$ cat src/design/nrpl_pkg.sv
// Package for the nearest-red pixel locator: constants, register indexes,
// and the dimension clamp used by the front end.
package nrpl_pkg;

  localparam int unsigned DEF_MAX_DIM    = 4096;
  localparam int unsigned CFG_DATA_W     = 13;
  localparam int unsigned CFG_IDX_W      = 2;
  localparam int unsigned PIX_W          = 8;
  localparam int unsigned DIST_W         = 18;
  localparam int unsigned POS_OUT_W      = 12;
  localparam int unsigned FIFO_DEPTH     = 4;
  localparam int unsigned FRAME_W_RST    = 640;
  localparam int unsigned FRAME_H_RST    = 480;
  localparam logic [DIST_W-1:0] DIST_ALL_ONES = '1;

  localparam logic [CFG_IDX_W-1:0] REG_FRAME_WIDTH  = 2'd0;
  localparam logic [CFG_IDX_W-1:0] REG_FRAME_HEIGHT = 2'd1;

  // last index of a dimension: zero counts as one, above max_dim counts as max_dim
  function automatic int unsigned clamp_last(logic [CFG_DATA_W-1:0] v,
                                             int unsigned max_dim);
    int unsigned vv;
    vv = 32'(v);
    if (vv == 0) begin
      return 0;
    end else if (vv > max_dim) begin
      return max_dim - 1;
    end else begin
      return vv - 1;
    end
  endfunction

endpackage

$ cat src/design/nearest_red_pixel_locator.sv
// Top level of the nearest-red pixel locator: front end, queue, back end.
// Depends on nrpl_pkg, nrpl_front, nrpl_fifo and nrpl_back.
//
//  channel | handshake              | payload
//  in      | in_valid / in_ready    | in_blue, in_green, in_red (8 b each)
//  out     | out_valid / out_ready  | out_best_row, out_best_column (12 b),
//          |                        | out_best_distance (18 b)
//  cfg     | cfg_valid / cfg_ready  | cfg_index (0 width, 1 height), cfg_data (13 b)
//
// One pixel per cycle while the queue is not full; the distance is formed in the accept cycle.
// The frame result is registered in the back end once its last pixel leaves the queue.
// Reset sets 640 x 480 and clears the counters and search state; cfg_ready is always high.
// A stalled result holds the output register; pixels keep flowing until the next
// end-of-frame pixel reaches the head of the 4-entry queue, and in_ready drops
// once the queue behind it fills.
module nearest_red_pixel_locator import nrpl_pkg::*; #(
  parameter int unsigned MAX_DIM = DEF_MAX_DIM
) (
  input  logic                  clk,
  input  logic                  rst_n,
  input  logic                  in_valid,
  output logic                  in_ready,
  input  logic [PIX_W-1:0]      in_blue,
  input  logic [PIX_W-1:0]      in_green,
  input  logic [PIX_W-1:0]      in_red,
  output logic                  out_valid,
  input  logic                  out_ready,
  output logic [POS_OUT_W-1:0]  out_best_row,
  output logic [POS_OUT_W-1:0]  out_best_column,
  output logic [DIST_W-1:0]     out_best_distance,
  input  logic                  cfg_valid,
  output logic                  cfg_ready,
  input  logic [CFG_IDX_W-1:0]  cfg_index,
  input  logic [CFG_DATA_W-1:0] cfg_data
);

  localparam int unsigned CW    = $clog2(MAX_DIM);
  localparam int unsigned ENT_W = 1 + 2 * CW + DIST_W;

  logic              push, pop, fifo_full, fifo_not_empty;
  logic [DIST_W-1:0] push_dist, ent_dist;
  logic [CW-1:0]     push_row, push_col, ent_row, ent_col;
  logic              push_last, ent_last;
  logic [ENT_W-1:0]  push_data, pop_data;

  assign cfg_ready = 1'b1;

  nrpl_front #(.MAX_DIM(MAX_DIM), .CW(CW)) u_front (
    .clk       (clk),
    .rst_n     (rst_n),
    .in_valid  (in_valid),
    .in_ready  (in_ready),
    .in_blue   (in_blue),
    .in_green  (in_green),
    .in_red    (in_red),
    .cfg_valid (cfg_valid),
    .cfg_index (cfg_index),
    .cfg_data  (cfg_data),
    .fifo_full (fifo_full),
    .push      (push),
    .push_dist (push_dist),
    .push_row  (push_row),
    .push_col  (push_col),
    .push_last (push_last)
  );

  assign push_data = {push_last, push_row, push_col, push_dist};

  nrpl_fifo #(.WIDTH(ENT_W), .DEPTH(FIFO_DEPTH)) u_fifo (
    .clk       (clk),
    .rst_n     (rst_n),
    .push      (push),
    .push_data (push_data),
    .pop       (pop),
    .pop_data  (pop_data),
    .full      (fifo_full),
    .not_empty (fifo_not_empty)
  );

  assign {ent_last, ent_row, ent_col, ent_dist} = pop_data;

  nrpl_back #(.MAX_DIM(MAX_DIM), .CW(CW)) u_back (
    .clk               (clk),
    .rst_n             (rst_n),
    .ent_valid         (fifo_not_empty),
    .ent_dist          (ent_dist),
    .ent_row           (ent_row),
    .ent_col           (ent_col),
    .ent_last          (ent_last),
    .pop               (pop),
    .out_valid         (out_valid),
    .out_ready         (out_ready),
    .out_best_row      (out_best_row),
    .out_best_column   (out_best_column),
    .out_best_distance (out_best_distance)
  );

endmodule

$ cat src/design/nrpl_fifo.sv
// Small register FIFO that decouples the pixel front end from the search back end.
// Depends on nrpl_pkg for nothing but is kept with the block's files.
module nrpl_fifo #(
  parameter int unsigned WIDTH = 32,
  parameter int unsigned DEPTH = 4
) (
  input  logic             clk,
  input  logic             rst_n,
  input  logic             push,
  input  logic [WIDTH-1:0] push_data,
  input  logic             pop,
  output logic [WIDTH-1:0] pop_data,
  output logic             full,
  output logic             not_empty
);

  localparam int unsigned PTR_W = (DEPTH > 1) ? $clog2(DEPTH) : 1;
  localparam int unsigned CNT_W = $clog2(DEPTH + 1);

  logic [WIDTH-1:0] mem_r [DEPTH];
  logic [PTR_W-1:0] wr_ptr_r, wr_ptr_nxt;
  logic [PTR_W-1:0] rd_ptr_r, rd_ptr_nxt;
  logic [CNT_W-1:0] count_r, count_nxt;

  assign full      = (count_r == CNT_W'(DEPTH));
  assign not_empty = (count_r != '0);
  assign pop_data  = mem_r[rd_ptr_r];

  always_comb begin
    wr_ptr_nxt = wr_ptr_r;
    rd_ptr_nxt = rd_ptr_r;
    count_nxt  = count_r;
    if (push) begin
      wr_ptr_nxt = (wr_ptr_r == PTR_W'(DEPTH - 1)) ? '0 : wr_ptr_r + 1'b1;
    end
    if (pop) begin
      rd_ptr_nxt = (rd_ptr_r == PTR_W'(DEPTH - 1)) ? '0 : rd_ptr_r + 1'b1;
    end
    if (push && !pop) begin
      count_nxt = count_r + 1'b1;
    end else if (pop && !push) begin
      count_nxt = count_r - 1'b1;
    end
  end

  always_ff @(posedge clk) begin
    if (!rst_n) begin
      wr_ptr_r <= '0;
      rd_ptr_r <= '0;
      count_r  <= '0;
    end else begin
      wr_ptr_r <= wr_ptr_nxt;
      rd_ptr_r <= rd_ptr_nxt;
      count_r  <= count_nxt;
    end
  end

  always_ff @(posedge clk) begin
    if (push) begin
      mem_r[wr_ptr_r] <= push_data;
    end
  end

endmodule

$ cat src/design/nrpl_front.sv
// Front end: accepts pixels, computes the squared distance to pure red,
// tracks raster position and frame end, holds the dimension registers. Uses nrpl_pkg.
module nrpl_front import nrpl_pkg::*; #(
  parameter int unsigned MAX_DIM = DEF_MAX_DIM,
  parameter int unsigned CW      = $clog2(MAX_DIM)
) (
  input  logic                  clk,
  input  logic                  rst_n,
  input  logic                  in_valid,
  output logic                  in_ready,
  input  logic [PIX_W-1:0]      in_blue,
  input  logic [PIX_W-1:0]      in_green,
  input  logic [PIX_W-1:0]      in_red,
  input  logic                  cfg_valid,
  input  logic [CFG_IDX_W-1:0]  cfg_index,
  input  logic [CFG_DATA_W-1:0] cfg_data,
  input  logic                  fifo_full,
  output logic                  push,
  output logic [DIST_W-1:0]     push_dist,
  output logic [CW-1:0]         push_row,
  output logic [CW-1:0]         push_col,
  output logic                  push_last
);

  localparam logic [CW-1:0] W_LAST_RST = CW'(clamp_last(CFG_DATA_W'(FRAME_W_RST), MAX_DIM));
  localparam logic [CW-1:0] H_LAST_RST = CW'(clamp_last(CFG_DATA_W'(FRAME_H_RST), MAX_DIM));

  logic [CW-1:0]    w_last_r, w_last_nxt;
  logic [CW-1:0]    h_last_r, h_last_nxt;
  logic [CW-1:0]    col_r, col_nxt;
  logic [CW-1:0]    row_r, row_nxt;
  logic [PIX_W-1:0] dr;
  logic [15:0]      sq_r, sq_g, sq_b;
  logic             col_wrap, row_wrap;

  assign in_ready = !fifo_full;
  assign push     = in_valid && in_ready;

  assign dr   = ~in_red;
  assign sq_r = 16'(dr) * 16'(dr);
  assign sq_g = 16'(in_green) * 16'(in_green);
  assign sq_b = 16'(in_blue) * 16'(in_blue);
  assign push_dist = DIST_W'(sq_r) + DIST_W'(sq_g) + DIST_W'(sq_b);

  assign col_wrap  = (col_r >= w_last_r);
  assign row_wrap  = (row_r >= h_last_r);
  assign push_row  = row_r;
  assign push_col  = col_r;
  assign push_last = col_wrap && row_wrap;

  always_comb begin
    col_nxt    = col_r;
    row_nxt    = row_r;
    w_last_nxt = w_last_r;
    h_last_nxt = h_last_r;
    if (push) begin
      if (col_wrap) begin
        col_nxt = '0;
        row_nxt = row_wrap ? '0 : row_r + 1'b1;
      end else begin
        col_nxt = col_r + 1'b1;
      end
    end
    if (cfg_valid) begin
      unique case (cfg_index)
        REG_FRAME_WIDTH:  w_last_nxt = CW'(clamp_last(cfg_data, MAX_DIM));
        REG_FRAME_HEIGHT: h_last_nxt = CW'(clamp_last(cfg_data, MAX_DIM));
        default: ;
      endcase
    end
  end

  always_ff @(posedge clk) begin
    if (!rst_n) begin
      w_last_r <= W_LAST_RST;
      h_last_r <= H_LAST_RST;
      col_r    <= '0;
      row_r    <= '0;
    end else begin
      w_last_r <= w_last_nxt;
      h_last_r <= h_last_nxt;
      col_r    <= col_nxt;
      row_r    <= row_nxt;
    end
  end

endmodule

$ cat src/design/nrpl_back.sv
// Back end: running minimum search over queued pixels and the result register.
// Uses nrpl_pkg; fed from nrpl_fifo.
module nrpl_back import nrpl_pkg::*; #(
  parameter int unsigned MAX_DIM = DEF_MAX_DIM,
  parameter int unsigned CW      = $clog2(MAX_DIM)
) (
  input  logic                 clk,
  input  logic                 rst_n,
  input  logic                 ent_valid,
  input  logic [DIST_W-1:0]    ent_dist,
  input  logic [CW-1:0]        ent_row,
  input  logic [CW-1:0]        ent_col,
  input  logic                 ent_last,
  output logic                 pop,
  output logic                 out_valid,
  input  logic                 out_ready,
  output logic [POS_OUT_W-1:0] out_best_row,
  output logic [POS_OUT_W-1:0] out_best_column,
  output logic [DIST_W-1:0]    out_best_distance
);

  logic [DIST_W-1:0]    min_dist_r, min_dist_nxt;
  logic [CW-1:0]        min_row_r, min_row_nxt;
  logic [CW-1:0]        min_col_r, min_col_nxt;
  logic                 out_valid_r, out_valid_nxt;
  logic [POS_OUT_W-1:0] out_row_r, out_row_nxt;
  logic [POS_OUT_W-1:0] out_col_r, out_col_nxt;
  logic [DIST_W-1:0]    out_dist_r, out_dist_nxt;
  logic                 better;
  logic [DIST_W-1:0]    cand_dist;
  logic [CW-1:0]        cand_row, cand_col;

  assign pop       = ent_valid && (!ent_last || !out_valid_r || out_ready);
  assign better    = ent_dist < min_dist_r;
  assign cand_dist = better ? ent_dist : min_dist_r;
  assign cand_row  = better ? ent_row : min_row_r;
  assign cand_col  = better ? ent_col : min_col_r;

  always_comb begin
    min_dist_nxt  = min_dist_r;
    min_row_nxt   = min_row_r;
    min_col_nxt   = min_col_r;
    out_valid_nxt = out_valid_r && !out_ready;
    out_row_nxt   = out_row_r;
    out_col_nxt   = out_col_r;
    out_dist_nxt  = out_dist_r;
    if (pop) begin
      if (ent_last) begin
        out_valid_nxt = 1'b1;
        out_row_nxt   = POS_OUT_W'(cand_row);
        out_col_nxt   = POS_OUT_W'(cand_col);
        out_dist_nxt  = cand_dist;
        min_dist_nxt  = DIST_ALL_ONES;
        min_row_nxt   = '0;
        min_col_nxt   = '0;
      end else begin
        min_dist_nxt = cand_dist;
        min_row_nxt  = cand_row;
        min_col_nxt  = cand_col;
      end
    end
  end

  always_ff @(posedge clk) begin
    if (!rst_n) begin
      min_dist_r  <= DIST_ALL_ONES;
      min_row_r   <= '0;
      min_col_r   <= '0;
      out_valid_r <= 1'b0;
    end else begin
      min_dist_r  <= min_dist_nxt;
      min_row_r   <= min_row_nxt;
      min_col_r   <= min_col_nxt;
      out_valid_r <= out_valid_nxt;
    end
  end

  always_ff @(posedge clk) begin
    out_row_r  <= out_row_nxt;
    out_col_r  <= out_col_nxt;
    out_dist_r <= out_dist_nxt;
  end

  assign out_valid         = out_valid_r;
  assign out_best_row      = out_row_r;
  assign out_best_column   = out_col_r;
  assign out_best_distance = out_dist_r;

endmodule

$ cat config.mk
export PLATFORM = sky130hd
export DESIGN_NAME = nearest_red_pixel_locator
export DESIGN_NICKNAME = d
export VERILOG_FILES = /design/src/design/nrpl_pkg.sv /design/src/design/nearest_red_pixel_locator.sv /design/src/design/nrpl_fifo.sv /design/src/design/nrpl_front.sv /design/src/design/nrpl_back.sv
export SDC_FILE = /design/constraint.sdc
export NUM_CORES = 1
export LEC_CHECK = 0
export BUFFER_PORTS_ARGS = -buffer_cell sky130_fd_sc_hd__buf_2
export CORE_ASPECT_RATIO = 1.75
export CORE_UTILIZATION = 55
export DETAILED_ROUTE_END_ITERATION = 6
export PLACE_DENSITY_LB_ADDON = 0.25
export SLEW_MARGIN = 20
export SYNTH_ARGS = -nofsm -noshare
export SYNTH_HDL_FRONTEND = slang
export SYNTH_HIERARCHICAL = 1
export SYNTH_SLANG_ARGS = --single-unit
$ cat constraint.sdc
create_clock -name clk -period 9.2 [get_ports clk]
set_clock_uncertainty 0.2 [all_clocks]
set_input_delay 0.92 -clock clk [delete_from_list [all_inputs] [get_ports clk]]
set_output_delay 0.92 -clock clk [all_outputs]
set_load 0.01 [all_outputs]
==> results.json <==
{
  "run_status": "finished clean",
  "die_area_sq_mm": 0.0353,
  "final-max-slew-violation-count": 0,
  "synth_async_sr_flop_share": 0,
  "postCtsHoldBufs": 0,
  "grt_first_pass_wirelength_mm": 59.2,
  "cts.repair_timing.setup_buffer_count": 0,
  "synth-warning-count": 6,
  "crit_path_end_kind": "register",
  "max-slew-margin-rel": 0.381,
  "synth-main-ff-cell": "edfxtp_1",
  "number_of_flops_mapped_to_enable_cells_by_yosys": 214,
  "synth_area_leaders": "edfxtp_1, fa_1, dfxtp_1",
  "maxClockFrequency_mhz": 141,
  "initial_core_util": 0.562,
  "worst-slew-pin-transition_ns": 0.928,
  "area.growth.synth_to_final_pct": 8.87,
  "synth_top_cell_area_share": 0.338,
  "post-route-period-util": 0.772,
  "yosys.cell_types.count": 72,
  "cts_num_sinks": 314,
  "synth.yosys.seq_area_share": 0.443,
  "cts_tree": "done",
  "final_antenna_net_count": 0,
  "worstSetupStartpointType": "input pin",
  "whs_ns": 0.267,
  "ys_top_cells_by_count": "inv_1, edfxtp_1, fa_1",
  "grt_usage": 0.217,
  "pin_count": 89,
  "maximum_number_of_pins_on_one_net_before_global_route_repair": 96,
  "slowest_delay_ns": 0.61,
  "placed_area_sq_mm": 0.0198,
  "worstPathRequired_ns": 9.21,
  "drive_gt1_frac": 0.146,
  "chipWidth_um": 143,
  "ys_ff_latch": 314,
  "grt_setup_unrepaired": "no",
  "grt_pass1_vias": 12100,
  "cts.root.buffer_cell": "clkbuf_16",
  "number_of_endpoints_with_negative_hold_slack_in_the_final_report": 0,
  "period_minus_slack_ns": 7.11,
  "worst_path_max_delay_cell": "fa_1",
  "cts.reportedPaths.clkPinSlew_ns": 0.07,
  "synth_area_sq_mm": 0.0190,
  "synthesis.instances": 1573,
  "detail_route.iter0.violations": 512,
  "drt-total-wl_mm": 36.9,
  "setup.worst_path.class": "input pin to register",
  "critical_path.cell_chain": "buf_2, or2_2, fa_1, fa_1, fa_1, inv_1, fa_1, inv_1, fa_1, inv_1, fa_1, inv_1, fa_1, inv_1, ha_1, nor2b_1, o31a_1, nor4_1, o21ai_0, o41ai_2, o211ai_1",
  "mean_post_synth_cell_area_sq_um": 12.1,
  "fp.dieH_um": 248,
  "path_common_cell": "fa_1",
  "drt_first_pass_iters": 5,
  "final_area_sq_mm": 0.0207,
  "core.rowCount": 89,
  "synth_top_cell_by_area": "edfxtp_1",
  "synth_nets": 1881,
  "grt_antenna_before_repair": 0,
  "timing.hold.worst.class": "register to register",
  "fin_tns_setup_ns": 0,
  "max_cap_viol_count": 0,
  "wl_per_cell_um": 17.4,
  "num_antenna_cells": 0,
  "net_total_in_the_final_layout": 1956,
  "route.detailed.vias_per_inst": 5.46,
  "port_buffers": 87,
  "synth.most_common_cell": "inv_1",
  "cts_inserted_buffers": 25,
  "max-clock-path-buffers": 3,
  "dr_total_vias": 11600,
  "gr-total-overflow": 0,
  "resize_count_post_cts": 0,
  "final-setup-viol-count": 0,
  "insertion_delay_ns": 0.54,
  "largest_fanout_on_the_critical_path": 9,
  "place.gp.congestion": 0.945,
  "core_box_area_sq_mm": 0.0339,
  "dp.final_hpwl_mm": 28.0,
  "layout.core_utilization": 0.612,
  "htree_num_levels": 1,
  "arrival_ns": 7.12,
  "route.detailed.drc": 0
}
==> layout by cell type (no fill, tap or decap), types with 24 or more instances in the layout <==
cell type	instances
inv_1	262
edfxtp_1	214
fa_1	133
ha_1	131
dfxtp_1	98
nand2_1	89
buf_2	87
and2_1	65
nor2_1	62
o21ai_0	49
nand3_1	40
mux4_2	40
a21o_1	31
clkbuf_16	27
a21oi_1	25
nand4_1	25
mux2_2	25
a221o_1	24
==> layout make-up <==
type | instances | area (sq um)
fillers | 2782 | 13200
multi-input cells | 944 | 9310
flip-flops and latches | 314 | 8430
inverters | 262 | 983
clock buffers | 30 | 697
well taps | 455 | 569
repair buffers | 101 | 541
clock inverters | 15 | 173
==> worst max-delay path, delay by kind of cell <==
family | cells | cell delay [ns]
AO/OA/AOI/OAI | 4 | 1.12
adder cells (fa/ha/maj) | 8 | 3.89
buffers and inverters | 6 | 0.39
AND/OR/NAND/NOR | 3 | 0.78
==> logic make-up after synthesis <==
| kind of cell | share of synthesized area |
|---|---|
| compound gates | 0.0766 |
| xor+xnor | 0.0157 |
| fa+ha+maj | 0.227 |
| buf+inv | 0.0682 |
| flops | 0.443 |
| mux | 0.0695 |
| other cells | 0.000197 |
| simple gates | 0.0993 |
==> metrics by stage <==
step / worst slack (ns) / std cells
5_1_grt: 1.90 / 2121
2_1_floorplan: 2.14 / 1573
6_report: 2.09 / 2121
4_1_cts: 2.16 / 2121
3_3_place_gp: 1.75 / 2076
3_5_place_dp: 1.60 / 2076
==> routing by layer <==
layer / share of wire / vias up / track usage / routed length [um]
met3: 0.027 / 73 / 0.0164 / 1010
met2: 0.54 / 223 / 0.412 / 19900
met1: 0.38 / 5721 / 0.237 / 14000
met5: 0 / - / 0 / 0
li1: - / 5559 / - / -
met4: 0.054 / 0 / 0.120 / 2010
==> final timing paths <==
kind / from / end / slack (ns) / depth (start not counted)
worst max-delay path: in_red[2] / u_fifo/mem_r[1][17] / 2.09 / 21
worst min-delay path: u_front/h_last_r[9] / u_front/h_last_r[9] / 0.27 / 2
worst max register to register: register / u_back/out_best_row[5] / 4.71 / 9
worst min register to register: u_front/h_last_r[9] / u_front/h_last_r[9] / 0.27 / 2
==> sequential cells by signal, summed over array words and instances, names as in the netlist, named ones only <==
name / cells
u_back/min_col_r: 12
u_back/min_dist_r: 18
u_back/min_row_r: 12
u_back/out_best_column: 12
u_back/out_best_distance: 18
u_back/out_best_row: 12
u_back/out_valid: 1
u_fifo/count_r: 3
u_fifo/mem_r: 172
u_fifo/rd_ptr_r: 2
u_fifo/wr_ptr_r: 2
u_front/h_last_r: 12
u_front/push_col: 12
u_front/push_row: 12
u_front/w_last_r: 12
Power is left out: the tool's default activity adds up to more than one toggle a clock period on the data nets, which glitch-free logic cannot reach.
